`src/hw/rtl/prp_list_walker_defines.svh`:
```
// Assertion macros for the PRP list walker.
`ifndef PRP_LIST_WALKER_DEFINES_SVH
`define PRP_LIST_WALKER_DEFINES_SVH

// Same-cycle implication, sampled on clk, off during reset.
`define PRP_ASSERT_NOW(lbl, ante, cons, msg) \
	lbl: assert property (@(posedge clk) disable iff (!arst_n) (ante) |-> (cons)) \
		else $error(msg);

// Next-cycle implication, sampled on clk, off during reset.
`define PRP_ASSERT_NEXT(lbl, ante, cons, msg) \
	lbl: assert property (@(posedge clk) disable iff (!arst_n) (ante) |=> (cons)) \
		else $error(msg);

`endif

```
`src/hw/rtl/prp_pkg.sv`:
```
// Shared types, codes and helper functions of the PRP list walker.
`timescale 1ns / 1ps

package prp_pkg;

	localparam int CMDQ_DEPTH = 4;
	localparam int ADDR_W     = 6;

	localparam logic [1:0] KIND_SEG   = 2'd0;
	localparam logic [1:0] KIND_FETCH = 2'd1;
	localparam logic [1:0] KIND_DONE  = 2'd2;

	localparam logic [1:0] ST_OK         = 2'd0;
	localparam logic [1:0] ST_INVALID    = 2'd1;
	localparam logic [1:0] ST_UNEXPECTED = 2'd2;

	localparam logic REQ_START = 1'b0;
	localparam logic REQ_ENTRY = 1'b1;

	localparam logic [2:0] REG_PAGE_SHIFT   = 3'd0;
	localparam logic [2:0] REG_LIST_ENTRIES = 3'd1;
	localparam logic [2:0] REG_CMB_ENABLE   = 3'd2;
	localparam logic [2:0] REG_CMB_BASE     = 3'd3;
	localparam logic [2:0] REG_CMB_BYTES    = 3'd4;

	localparam logic [4:0]  RST_PAGE_SHIFT   = 5'd12;
	localparam logic [13:0] RST_LIST_ENTRIES = 14'd512;

	typedef struct packed {
		logic        req_type;
		logic [63:0] first_pointer;
		logic [63:0] second_pointer;
		logic [31:0] byte_count;
		logic [63:0] list_entry;
	} req_t;

	typedef struct packed {
		logic [1:0]  result_kind;
		logic [63:0] address;
		logic [31:0] amount;
		logic        in_window;
		logic [1:0]  status;
		logic        last;
	} rsp_t;

	typedef struct packed {
		logic [4:0]  shift;
		logic [15:0] page_mask;
		logic [13:0] lim;
		logic        cmb_enable;
		logic [63:0] cmb_base;
		logic [31:0] cmb_bytes;
	} cfg_t;

	typedef enum logic [2:0] {
		OP_DONE         = 3'd0,
		OP_SEG          = 3'd1,
		OP_SEG_DONE     = 3'd2,
		OP_SEG_SEG_DONE = 3'd3,
		OP_SEG_FETCH    = 3'd4,
		OP_FETCH        = 3'd5
	} op_t;

	typedef struct packed {
		op_t         op;
		logic [1:0]  status;
		logic        win;
		logic [63:0] addr_a;
		logic [63:0] addr_b;
		logic [31:0] amt_a;
		logic [31:0] amt_b;
	} cmd_t;

	function automatic logic [4:0] sat_shift(input logic [4:0] s);
		logic [4:0] r;
		r = s;
		if (s < 5'd12) r = 5'd12;
		if (s > 5'd16) r = 5'd16;
		return r;
	endfunction

	function automatic logic [13:0] sat_entries(input logic [13:0] n);
		logic [13:0] r;
		r = n;
		if (n < 14'd2) r = 14'd2;
		if (n > 14'd8192) r = 14'd8192;
		return r;
	endfunction

	function automatic logic [15:0] page_mask(input logic [4:0] s);
		logic [16:0] p;
		p = 17'd1 << s;
		return 16'(p - 17'd1);
	endfunction

endpackage

```
`src/hw/rtl/prp_front.sv`:
```
// Front end: walk state, pointer checks and command classification.
`timescale 1ns / 1ps

module prp_front (
	input  logic           clk,
	input  logic           arst_n,
	input  prp_pkg::cfg_t  cfg,
	input  logic           accept,
	input  prp_pkg::req_t  req,
	output prp_pkg::cmd_t  cmd
);

	logic        walking_q, walking_d;
	logic [31:0] bytes_left_q, bytes_left_d;
	logic [12:0] entry_index_q, entry_index_d;
	logic        window_q, window_d;

	logic [16:0] page;
	logic [31:0] page32;
	logic [16:0] first_full;
	logic [31:0] first;
	logic [31:0] rest;
	logic        rest_le_page;
	logic        p2_mis;
	logic [64:0] diff;
	logic        win;
	logic        e_ok;
	logic        at_end;
	logic [31:0] take;
	logic [31:0] left;

	always_comb begin
		page         = {1'b0, cfg.page_mask} + 17'd1;
		page32       = {15'd0, page};
		first_full   = page - {1'b0, req.first_pointer[15:0] & cfg.page_mask};
		first        = (req.byte_count < {15'd0, first_full}) ?
			req.byte_count : {15'd0, first_full};
		rest         = req.byte_count - first;
		rest_le_page = rest <= page32;
		p2_mis       = |(req.second_pointer[15:0] & cfg.page_mask);
		diff         = {1'b0, req.first_pointer} - {1'b0, cfg.cmb_base};
		win          = cfg.cmb_enable && !diff[64] && (diff[63:32] == 32'd0) &&
			(diff[31:0] < cfg.cmb_bytes);
		e_ok         = (req.list_entry != 64'd0) &&
			!(|(req.list_entry[15:0] & cfg.page_mask));
		at_end       = ({1'b0, entry_index_q} >= (cfg.lim - 14'd1)) &&
			(bytes_left_q > page32);
		take         = (bytes_left_q < page32) ? bytes_left_q : page32;
		left         = bytes_left_q - take;
	end

	always_comb begin
		cmd           = '0;
		cmd.op        = prp_pkg::OP_DONE;
		cmd.status    = prp_pkg::ST_OK;
		walking_d     = walking_q;
		bytes_left_d  = bytes_left_q;
		entry_index_d = entry_index_q;
		window_d      = window_q;
		if (req.req_type == prp_pkg::REQ_START) begin
			walking_d     = 1'b0;
			bytes_left_d  = 32'd0;
			entry_index_d = 13'd0;
			window_d      = 1'b0;
			if (req.first_pointer == 64'd0) begin
				cmd.status = prp_pkg::ST_INVALID;
			end else if ((rest != 32'd0) && ((req.second_pointer == 64'd0) ||
					(rest_le_page && p2_mis))) begin
				window_d   = win;
				cmd.status = prp_pkg::ST_INVALID;
			end else begin
				window_d   = win;
				cmd.win    = win;
				cmd.addr_a = req.first_pointer;
				cmd.amt_a  = first;
				cmd.addr_b = req.second_pointer;
				cmd.amt_b  = rest;
				if (rest == 32'd0) begin
					cmd.op = prp_pkg::OP_SEG_DONE;
				end else if (rest_le_page) begin
					cmd.op = prp_pkg::OP_SEG_SEG_DONE;
				end else begin
					cmd.op       = prp_pkg::OP_SEG_FETCH;
					walking_d    = 1'b1;
					bytes_left_d = rest;
				end
			end
		end else begin
			if (!walking_q) begin
				cmd.status = prp_pkg::ST_UNEXPECTED;
			end else if (!e_ok) begin
				cmd.status    = prp_pkg::ST_INVALID;
				walking_d     = 1'b0;
				bytes_left_d  = 32'd0;
				entry_index_d = 13'd0;
			end else if (at_end) begin
				cmd.op        = prp_pkg::OP_FETCH;
				cmd.addr_a    = req.list_entry;
				cmd.amt_a     = bytes_left_q;
				entry_index_d = 13'd0;
			end else begin
				cmd.win       = window_q;
				cmd.addr_a    = req.list_entry;
				cmd.amt_a     = take;
				bytes_left_d  = left;
				entry_index_d = entry_index_q + 13'd1;
				if (left == 32'd0) begin
					cmd.op        = prp_pkg::OP_SEG_DONE;
					walking_d     = 1'b0;
					entry_index_d = 13'd0;
				end else begin
					cmd.op = prp_pkg::OP_SEG;
				end
			end
		end
	end

	always_ff @(posedge clk or negedge arst_n) begin
		if (!arst_n) begin
			walking_q     <= 1'b0;
			bytes_left_q  <= 32'd0;
			entry_index_q <= 13'd0;
			window_q      <= 1'b0;
		end else if (accept) begin
			walking_q     <= walking_d;
			bytes_left_q  <= bytes_left_d;
			entry_index_q <= entry_index_d;
			window_q      <= window_d;
		end
	end

endmodule

```
`src/hw/rtl/prp_cmdq.sv`:
```
// Command queue between the front end and the result sequencer.
`timescale 1ns / 1ps

module prp_cmdq #(
	parameter int DEPTH = prp_pkg::CMDQ_DEPTH
) (
	input  logic           clk,
	input  logic           arst_n,
	input  logic           wr,
	input  prp_pkg::cmd_t  wdata,
	output logic           full,
	input  logic           rd,
	output prp_pkg::cmd_t  rdata,
	output logic           valid
);

	localparam int AW = (DEPTH > 1) ? $clog2(DEPTH) : 1;
	localparam int CW = $clog2(DEPTH + 1);

	prp_pkg::cmd_t   slot_q [DEPTH];
	logic [AW-1:0]   wptr_q, rptr_q;
	logic [CW-1:0]   count_q;
	logic            do_wr, do_rd;

	assign full   = count_q == CW'(DEPTH);
	assign valid  = count_q != '0;
	assign do_wr  = wr && !full;
	assign do_rd  = rd && valid;
	assign rdata  = slot_q[rptr_q];

	always_ff @(posedge clk) begin
		if (do_wr) begin
			slot_q[wptr_q] <= wdata;
		end
	end

	always_ff @(posedge clk or negedge arst_n) begin
		if (!arst_n) begin
			wptr_q  <= '0;
			rptr_q  <= '0;
			count_q <= '0;
		end else begin
			if (do_wr) begin
				wptr_q <= (wptr_q == AW'(DEPTH - 1)) ? '0 : wptr_q + AW'(1);
			end
			if (do_rd) begin
				rptr_q <= (rptr_q == AW'(DEPTH - 1)) ? '0 : rptr_q + AW'(1);
			end
			if (do_wr && !do_rd) begin
				count_q <= count_q + CW'(1);
			end else if (do_rd && !do_wr) begin
				count_q <= count_q - CW'(1);
			end
		end
	end

endmodule

```
`src/hw/rtl/prp_back.sv`:
```
// Back end: expands commands into result items and holds the output register.
`timescale 1ns / 1ps

module prp_back (
	input  logic           clk,
	input  logic           arst_n,
	input  prp_pkg::cfg_t  cfg,
	input  logic           cmd_valid,
	input  prp_pkg::cmd_t  cmd,
	output logic           cmd_pop,
	output logic           empty,
	input  logic           pop,
	output prp_pkg::rsp_t  rsp
);

	logic [1:0]     step_q;
	logic           out_valid_q;
	prp_pkg::rsp_t  rsp_q;
	prp_pkg::rsp_t  rsp_d;

	logic [1:0]  kind;
	logic [63:0] raw;
	logic [31:0] amt;
	logic [1:0]  st;
	logic        lst;
	logic [32:0] sum;
	logic [32:0] nent;
	logic [31:0] fcount;
	logic        load;

	always_comb begin
		kind = prp_pkg::KIND_DONE;
		raw  = 64'd0;
		amt  = 32'd0;
		st   = prp_pkg::ST_OK;
		lst  = 1'b1;
		unique case (cmd.op)
			prp_pkg::OP_DONE: begin
				st = cmd.status;
			end
			prp_pkg::OP_SEG: begin
				kind = prp_pkg::KIND_SEG;
				raw  = cmd.addr_a;
				amt  = cmd.amt_a;
			end
			prp_pkg::OP_SEG_DONE: begin
				if (step_q == 2'd0) begin
					kind = prp_pkg::KIND_SEG;
					raw  = cmd.addr_a;
					amt  = cmd.amt_a;
					lst  = 1'b0;
				end
			end
			prp_pkg::OP_SEG_SEG_DONE: begin
				if (step_q == 2'd0) begin
					kind = prp_pkg::KIND_SEG;
					raw  = cmd.addr_a;
					amt  = cmd.amt_a;
					lst  = 1'b0;
				end else if (step_q == 2'd1) begin
					kind = prp_pkg::KIND_SEG;
					raw  = cmd.addr_b;
					amt  = cmd.amt_b;
					lst  = 1'b0;
				end
			end
			prp_pkg::OP_SEG_FETCH: begin
				if (step_q == 2'd0) begin
					kind = prp_pkg::KIND_SEG;
					raw  = cmd.addr_a;
					amt  = cmd.amt_a;
					lst  = 1'b0;
				end else begin
					kind = prp_pkg::KIND_FETCH;
					raw  = cmd.addr_b;
					amt  = cmd.amt_b;
				end
			end
			prp_pkg::OP_FETCH: begin
				kind = prp_pkg::KIND_FETCH;
				raw  = cmd.addr_a;
				amt  = cmd.amt_a;
			end
			default: begin
				st = cmd.status;
			end
		endcase
	end

	always_comb begin
		sum    = {1'b0, amt} + {17'd0, cfg.page_mask};
		nent   = sum >> cfg.shift;
		fcount = (nent < {19'd0, cfg.lim}) ? nent[31:0] : {18'd0, cfg.lim};

		rsp_d.result_kind = kind;
		rsp_d.address     = ((kind == prp_pkg::KIND_SEG) && cmd.win) ?
			raw - cfg.cmb_base : raw;
		rsp_d.amount      = (kind == prp_pkg::KIND_FETCH) ? fcount : amt;
		rsp_d.in_window   = (kind == prp_pkg::KIND_SEG) && cmd.win;
		rsp_d.status      = st;
		rsp_d.last        = lst;
	end

	assign load    = cmd_valid && (!out_valid_q || pop);
	assign cmd_pop = load && lst;
	assign empty   = !out_valid_q;
	assign rsp     = rsp_q;

	always_ff @(posedge clk) begin
		if (load) begin
			rsp_q <= rsp_d;
		end
	end

	always_ff @(posedge clk or negedge arst_n) begin
		if (!arst_n) begin
			step_q      <= 2'd0;
			out_valid_q <= 1'b0;
		end else begin
			if (load) begin
				out_valid_q <= 1'b1;
				step_q      <= lst ? 2'd0 : step_q + 2'd1;
			end else if (pop) begin
				out_valid_q <= 1'b0;
			end
		end
	end

endmodule

```
`src/hw/rtl/prp_list_walker.sv`:
```
// An accepted item passes the command queue, then the output register, before a result shows.
// Throughput: one result per cycle from the back end unless a held result is not popped;
// a start command gives one to three results, a list entry one or two.
// The front end takes an item each cycle while the command queue has room.
// Reset: asynchronous, clears walk state, queue and output; registers return to defaults.
`timescale 1ns / 1ps
`include "prp_list_walker_defines.svh"

module prp_list_walker #(
	parameter int CMD_SLOTS = prp_pkg::CMDQ_DEPTH
) (
	input  logic                        clk,
	input  logic                        arst_n,
	input  logic                        psel,
	input  logic                        penable,
	input  logic                        pwrite,
	input  logic [prp_pkg::ADDR_W-1:0]  paddr,
	input  logic [63:0]                 pwdata,
	output logic [63:0]                 prdata,
	output logic                        pready,
	input  logic                        push,
	output logic                        full,
	input  prp_pkg::req_t               req,
	output logic                        empty,
	input  logic                        pop,
	output prp_pkg::rsp_t               rsp
);

	logic [4:0]  page_shift_q;
	logic [13:0] list_entries_q;
	logic        cmb_enable_q;
	logic [63:0] cmb_base_q;
	logic [31:0] cmb_bytes_q;

	prp_pkg::cfg_t  cfg;
	prp_pkg::cmd_t  cmd_in;
	prp_pkg::cmd_t  cmd_head;
	logic           cfg_wr;
	logic [2:0]     reg_idx;
	logic           accept;
	logic           cmd_valid;
	logic           cmd_pop;

	assign pready  = 1'b1;
	assign cfg_wr  = psel && penable && pwrite && pready;
	assign reg_idx = paddr[5:3];
	assign accept  = push && !full;

	always_ff @(posedge clk or negedge arst_n) begin
		if (!arst_n) begin
			page_shift_q   <= prp_pkg::RST_PAGE_SHIFT;
			list_entries_q <= prp_pkg::RST_LIST_ENTRIES;
			cmb_enable_q   <= 1'b0;
			cmb_base_q     <= 64'd0;
			cmb_bytes_q    <= 32'd0;
		end else if (cfg_wr) begin
			unique case (reg_idx)
				prp_pkg::REG_PAGE_SHIFT:   page_shift_q   <= pwdata[4:0];
				prp_pkg::REG_LIST_ENTRIES: list_entries_q <= pwdata[13:0];
				prp_pkg::REG_CMB_ENABLE:   cmb_enable_q   <= pwdata[0];
				prp_pkg::REG_CMB_BASE:     cmb_base_q     <= pwdata;
				prp_pkg::REG_CMB_BYTES:    cmb_bytes_q    <= pwdata[31:0];
				default: ;
			endcase
		end
	end

	always_comb begin
		unique case (reg_idx)
			prp_pkg::REG_PAGE_SHIFT:   prdata = {59'd0, page_shift_q};
			prp_pkg::REG_LIST_ENTRIES: prdata = {50'd0, list_entries_q};
			prp_pkg::REG_CMB_ENABLE:   prdata = {63'd0, cmb_enable_q};
			prp_pkg::REG_CMB_BASE:     prdata = cmb_base_q;
			prp_pkg::REG_CMB_BYTES:    prdata = {32'd0, cmb_bytes_q};
			default:                   prdata = 64'd0;
		endcase
	end

	always_comb begin
		cfg.shift      = prp_pkg::sat_shift(page_shift_q);
		cfg.page_mask  = prp_pkg::page_mask(cfg.shift);
		cfg.lim        = prp_pkg::sat_entries(list_entries_q);
		cfg.cmb_enable = cmb_enable_q;
		cfg.cmb_base   = cmb_base_q;
		cfg.cmb_bytes  = cmb_bytes_q;
	end

	prp_front u_front (
		.clk    (clk),
		.arst_n (arst_n),
		.cfg    (cfg),
		.accept (accept),
		.req    (req),
		.cmd    (cmd_in)
	);

	prp_cmdq #(
		.DEPTH (CMD_SLOTS)
	) u_cmdq (
		.clk    (clk),
		.arst_n (arst_n),
		.wr     (accept),
		.wdata  (cmd_in),
		.full   (full),
		.rd     (cmd_pop),
		.rdata  (cmd_head),
		.valid  (cmd_valid)
	);

	prp_back u_back (
		.clk       (clk),
		.arst_n    (arst_n),
		.cfg       (cfg),
		.cmd_valid (cmd_valid),
		.cmd       (cmd_head),
		.cmd_pop   (cmd_pop),
		.empty     (empty),
		.pop       (pop),
		.rsp       (rsp)
	);

	`PRP_ASSERT_NOW(a_done_last, !empty && (rsp.result_kind == prp_pkg::KIND_DONE), rsp.last, "done item without last")
	`PRP_ASSERT_NOW(a_fetch_range, !empty && (rsp.result_kind == prp_pkg::KIND_FETCH), (rsp.amount != 32'd0) && (rsp.amount <= {18'd0, cfg.lim}), "fetch count out of range")
	`PRP_ASSERT_NOW(a_seg_page, !empty && (rsp.result_kind == prp_pkg::KIND_SEG), rsp.amount <= ({16'd0, cfg.page_mask} + 32'd1), "segment longer than a page")
	`PRP_ASSERT_NEXT(a_cmd_drains, cmd_valid && empty, !empty, "queued command not sequenced")

endmodule
```
`config.mk`:
```
export PLATFORM = sky130hd
export DESIGN_NAME = prp_list_walker
export DESIGN_NICKNAME = d
export VERILOG_FILES = /design/src/hw/rtl/prp_pkg.sv /design/src/hw/rtl/prp_front.sv /design/src/hw/rtl/prp_cmdq.sv /design/src/hw/rtl/prp_back.sv /design/src/hw/rtl/prp_list_walker.sv
export VERILOG_INCLUDE_DIRS = /design/src /design/src/hw/rtl
export SDC_FILE = /design/constraint.sdc
export NUM_CORES = 2
export LEC_CHECK = 0
export ABC_CLOCK_PERIOD_IN_PS = 11770
export BUFFER_PORTS_ARGS = -buffer_cell sky130_fd_sc_hd__buf_2
export CAP_MARGIN = 20
export CORE_ASPECT_RATIO = 0.9
export CORE_UTILIZATION = 34
export DETAILED_ROUTE_END_ITERATION = 8
export PLACE_DENSITY_LB_ADDON = 0.15
export SLEW_MARGIN = 5
export SYNTH_ARGS = -nofsm -noshare
export SYNTH_HDL_FRONTEND = slang
export SYNTH_SLANG_ARGS = --single-unit
export TNS_END_PERCENT = 5
```
`constraint.sdc`:
```
create_clock -name clk -period 11.77 [get_ports clk]
set_clock_uncertainty 0.05 [all_clocks]
set_input_delay 0 -clock clk [delete_from_list [all_inputs] [get_ports clk]]
set_output_delay 0 -clock clk [all_outputs]
set_load 0.02 [all_outputs]
```
* After elaboration in Yosys (flattened, before gate mapping)
Memories as Yosys holds them, arrays and structs flattened.
Cells that the tools add are included.
** Word-level totals
- Register bits after elaboration :: 275
- Memory bits (writable) :: 792
- Input bits :: 302
- Memories kept :: 1
** Cells by class
- Add/sub/neg operators :: 15
- $lt $le $gt $ge :: 11
- Eq/ne operators :: 16
- Shift operators :: 2
- Muxes and demuxes :: 85
- Bitwise gates (word level) :: 4
- Reduce and logical (&&, ||, !) cells :: 51
** Memory list
- u_cmdq.slot_q :: depth 4, width 198, read ports 1, clocked after Yosys merged registers in 0, write ports 1, line prp_cmdq.sv:20 : prp_pkg::cmd_t slot_q [DEPTH];
** Operator list (number)
- two-way mux 32 bit :: 21
- two-way mux 193 bit :: 2
- two-way mux 64 bit :: 6
- case mux 64 bit (5 select lines) :: 1
- case mux 64 bit (4 select lines) :: 1
- two-way mux 65 bit :: 2
- zero test 64 bit :: 2
- case mux 32 bit (4 select lines) :: 1
- zero test 32 bit :: 3
- two-way mux 70 bit :: 1
- two-way mux 13 bit :: 5
- subtractor 64 x 64 -> 65 bit :: 1
- < comparator 32 x 17 -> 1 bit :: 2
- nonzero test 64 bit :: 1
- subtractor 32 bit :: 2
- subtractor 64 bit :: 1
- AND 16 bit :: 3
- adder 32 x 16 -> 33 bit :: 1
- < comparator 33 x 14 -> 1 bit :: 1
- >> shifter 33 x 5 -> 33 bit :: 1
- > comparator 32 x 17 -> 1 bit :: 1
- <= comparator 32 x 17 -> 1 bit :: 1
- < comparator 32 bit :: 1
- nonzero test 32 bit :: 1
- 41 further kinds :: 122

* Logic depth before layout (Yosys ltp)
- Word-level depth :: 17
- Mapped depth :: 46
- Gate-level depth less buffers :: 42

* Hierarchy
Synthesis repeated with hierarchy kept, for this count alone.
** Unflattened totals
- Cell total of the unflattened synthesis :: 5455
- Area total of the unflattened synthesis :: 63385.8 sq um
** Modules (own cells, without submodules)
- prp_cmdq :: times used 1, cells an instance 1071, area an instance 29032.8 sq um, seq. area each 23958.0 sq um
- prp_front :: times used 1, cells an instance 2260, area an instance 15648.8 sq um, seq. area each 1176.1 sq um
- prp_back :: times used 1, cells an instance 1723, area an instance 13324.0 sq um, seq. area each 3138.0 sq um
- prp_list_walker :: times used 1, cells an instance 401, area an instance 5380.2 sq um, seq. area each 2906.5 sq um

* Least setup slack after synthesis
OpenSTA, ideal clock, no wires.
- Path kind :: register to register
- Start point :: register page_shift_q[2]
- End point :: memory u_cmdq.slot_q[0][132] (netlist bit) (data pin)
- Library setup time :: 0.146 ns
- Data arrival time :: 8.123 ns
- Setup slack :: 3.451 ns
- Stages on the path, launching flop included :: 40
- Buffers on the path :: 7
- Clock period less this slack :: 8.319 ns
- Path through :: dfstp_2 > and2_0 > and3_1 > clkbuf_1 > clkbuf_1 > nand3_1 > o21ai_0 > ha_1 > a21oi_1 > a21oi_1 > or3_1 > ha_1 > nand4_1 > nand2_1 > nand3_1 > o21ai_1 > clkbuf_1 > mux2_2 > (+4 left out) > o211ai_1 > nand2_1 > o311a_1 > nor3_1 > inv_1 > ha_1 > nand3_1 > nor2_1 > mux2i_1 > mux2i_1 > a211oi_1 > o32ai_1 > a21oi_1 > and2_1 > clkbuf_1 > clkbuf_1 > buf_1 > a22o_1
** RTL lines
- from (decl) :: line prp_list_walker.sv:29 : logic [4:0] page_shift_q;
- from (signal assigned) :: line prp_list_walker.sv:51 : page_shift_q <= prp_pkg::RST_PAGE_SHIFT;
- from (signal assigned) :: line prp_list_walker.sv:58 : prp_pkg::REG_PAGE_SHIFT: page_shift_q <= pwdata[4:0];
- to (decl) :: line prp_cmdq.sv:20

==> impl_metrics.py <==
metrics = {
    "status": {
        "status": "finished clean",
    },
    "floorplanning": {
        "core_um2": 173600,
        "fp.dieArea_um2": 176500,
        "rows": 145,
        "start_util_pct": 34.23,
        "fp.dieH_um": 398.6,
        "die_w_um": 442.7,
        "boundaryPins": 471,
    },
    "sta": {
        "worstMarginPinSlew_ns": 1.260,
        "slew-limit-headroom_pct": 15.21,
        "finalSetupViolations": 0,
        "max_freq_ghz": 0.09050,
        "setup_tns_ns": 0,
        "final_hold_viol_count": 0,
        "rsz0062_at_grt": "false",
        "period_minus_slack_ns": 11.05,
        "maxSlewViolCount": 0,
        "final.period_utilization_pct": 93.88,
    },
    "clocking": {
        "numCtsBuffers": 118,
        "root_buffer": "clkbuf_16",
        "clkSinkCount": 1067,
        "cts_max_level": 3,
        "clock_latency_ns": 0.77,
        "clockBufferDepth": 3,
        "cts_tree": "done",
        "path_clk_slew_ns": 0.06,
    },
    "logic_synthesis": {
        "synth_area_um2": 59430,
        "avgSynthCellArea_um2": 11.82,
        "synth_cells": 5026,
        "synth_edf_count": 894,
        "synthTopCellsByCount": "edfxtp_1, nand2_1, o21ai_0, nor2_1, a21oi_1",
        "async_reset_ff_share_pct": 16.21,
        "seq_area_frac_synth_pct": 52.46,
        "synth_top_area_share_pct": 45.17,
        "synth_most_common_cell": "edfxtp_1",
        "netlist_top_cells_area": "edfxtp_1, mux4_2, dfrtp_1, ha_1, o21ai_0",
        "ys_warn_count": 0,
        "synth_seq_cells": 1067,
        "synth_cell_types": 90,
        "yosys.area.top_type": "edfxtp_1",
        "synth_top_flop_cell": "edfxtp_1",
    },
    "detailed_routing": {
        "routed_wl_um": 224100,
        "drtAntennaViolNets": 0,
        "drcViolationCount": 0,
        "first_iter_violations": 4411,
        "drt_pass1_iterations": 6,
        "wl_per_cell_um": 27.21,
        "viasPerCell": 5.594,
        "num_vias": 46080,
    },
    "critical_path": {
        "startpoint_type": "flip-flop",
        "critical_path.max_stage_delay_ns": 0.71,
        "path_class": "reg -> reg",
        "cp-startpoint": "page_shift_q[2]$_DFFE_PN1P_",
        "crit_required_ns": 12.31,
        "cp_max_fo": 88,
        "arrival_ns": 11.59,
        "cp_num_buf_inv": 5,
        "cp_slowest_cell": "a211oi_1",
        "rr_startpoint": "page_shift_q[2]$_DFFE_PN1P_",
        "end_kind": "flip-flop",
        "cp_top_family": "compound AO/OA/AOI/OAI gates",
    },
    "placement": {
        "dp_hpwl_um": 166100,
        "place_area_um2": 64550,
        "port_buffers": 466,
        "routabilityCongestion": 0.9733,
    },
    "final_layout": {
        "area_growth_pct": 21.66,
        "fin_area_um2": 72300,
        "nets": 6449,
        "nFillCells": 16390,
        "drive_gt1_share_pct": 17.79,
    },
    "global_route": {
        "grt_max_degree": 123,
        "antenna_found_initial": 31,
        "grt_overflow": 0,
        "grt_pass1_vias": 43900,
        "grt_usage_pct": 24.69,
        "grt_first_pass_wirelength_um": 316800,
    },
    "min_path": {
        "hp-class": "in -> reg",
        "hp-start": "pwdata[7]",
    },
    "power": {
        "peakVddDrop_mv": 0.1347,
        "power.leakage_nw": 28.39,
        "p_per_area_nw_per_um2": 269.9,
    },
    "run": {
        "max_cap_violations": 0,
    },
}
state kept, by name (all words and copies together) (netlist names), 2 cells and up:
name,flops
list_entries_q,14
u_back.rsp,102
u_front.entry_index_q,13
u_back.step_q,2
u_cmdq.rptr_q,2
u_cmdq.slot_q,792
cmb_bytes_q,32
u_cmdq.count_q,3
u_front.bytes_left_q,32
u_cmdq.wptr_q,2
cmb_base_q,64
page_shift_q,5
worst register-to-register path, delay by kind of cell, from the launching register on:
kind            cells  cell delay [ns]
compound gates     13             3.69
xor+xnor            2             0.67
flops               1             0.54
mux                 2             0.33
simple gates       12             2.84
fa+ha+maj           5             1.29
buf+inv             5             1.50
cell usage in the layout, fill, tap and decap left out, types with 59 or more instances in the layout:
master / netlist / final
nor2_1: 334 / 331
xor2_1: 59 / 59
nor4_1: 73 / 68
buf_4: 2 / 69
ha_1: 303 / 303
dfrtp_1: 170 / 168
a21o_1: 143 / 142
nand3_1: 98 / 98
nand2_1: 379 / 376
a22o_1: 69 / 69
dlygate4sd3_1: 0 / 362
nand4_1: 65 / 65
inv_1: 241 / 241
edfxtp_1: 894 / 894
buf_2: 5 / 465
nor3_1: 69 / 69
o21ai_0: 351 / 346
mux2_2: 70 / 70
a21oi_1: 305 / 304
xnor2_1: 132 / 132
mux2i_1: 84 / 84
mux4_2: 199 / 199
clkbuf_16: 0 / 120
and2_1: 101 / 96
cell type report:
| class | count | area [µm²] | share of cell area [%] |
|---|---|---|---|
| Clock buffer | 149 | 3182 | 4.401 |
| Multi-Input combinational cell | 3500 | 26620 | 36.82 |
| Inverter | 247 | 928.4 | 1.284 |
| Clock inverter | 73 | 869.6 | 1.203 |
| Timing Repair Buffer | 904 | 6616 | 9.151 |
| Tap cell | 2278 | 2850 | 3.942 |
| Sequential cell | 1067 | 31190 | 43.13 |
| Antenna cell | 18 | 45.04 | 0.06230 |
report_power, final:
part / switching [mW] / internal (mW)
combinational: 6.27 / 3.69
clock: 1.61 / 2.23
sequential: 0.439 / 5.27
metrics by stage:
stage / setup WS (ns) / instances / hold slack [ns] / util, % / total power, mW
floorplan: 3.451 / 5054 / -0.3456 / - / 12.33
global placement: 1.408 / 7628 / 0.01385 / 37.15 / 15.49
detailed placement: 1.346 / 7633 / 0.009717 / 37.18 / 15.52
CTS: 1.028 / 8218 / 0.001181 / 41.62 / 19.52
global route: 0.1876 / 8230 / 0.03263 / 41.63 / 20.59
finish: 0.7198 / 8236 / 0.04956 / 41.64 / 19.51
path summary, 6_finish.rpt:
kind	slack (ns)	cells past startpoint	endpoint
worst max-delay path	0.72	39	u_cmdq.slot_q[2][185]$_DFFE_PP_
worst min-delay path	0.05	3	list_entries_q[7]$_DFFE_PN0P_
worst max register to register	0.72	39	u_cmdq.slot_q[2][185]$_DFFE_PP_
worst min register to register	0.44	1	u_cmdq.count_q[2]$_DFFE_PN0P_
max in group asynchronous	9.60	5	cmb_base_q[50]$_DFFE_PN0P_
min in group asynchronous	0.34	3	page_shift_q[2]$_DFFE_PN1P_
logic make-up after synthesis:
family | count (synthesis) | synth area share [%]
simple gates | 1353 | 11.08
compound gates | 1261 | 13.53
flops | 1067 | 52.46
buf+inv | 487 | 3.150
mux | 356 | 10.36
fa+ha+maj | 309 | 6.581
xor+xnor | 191 | 2.815
other cells | 2 | 0.01264
per-layer routing:
layer	track usage, %	wire length (µm)	vias to the layer above
li1	-	-	20790
met4	8.042	7713	10
met1	36.45	104400	23240
met5	0	63	-
met2	36.98	98020	1702
met3	3.687	13960	329
repair_timing:
item                                   CTS  global route
setup buffers                            0             0
gates resized for setup                  0             0
hold buffers                           363             0
endpoints found under the hold margin  856             0
No activity file was read; power rests on OpenSTA's default activity.
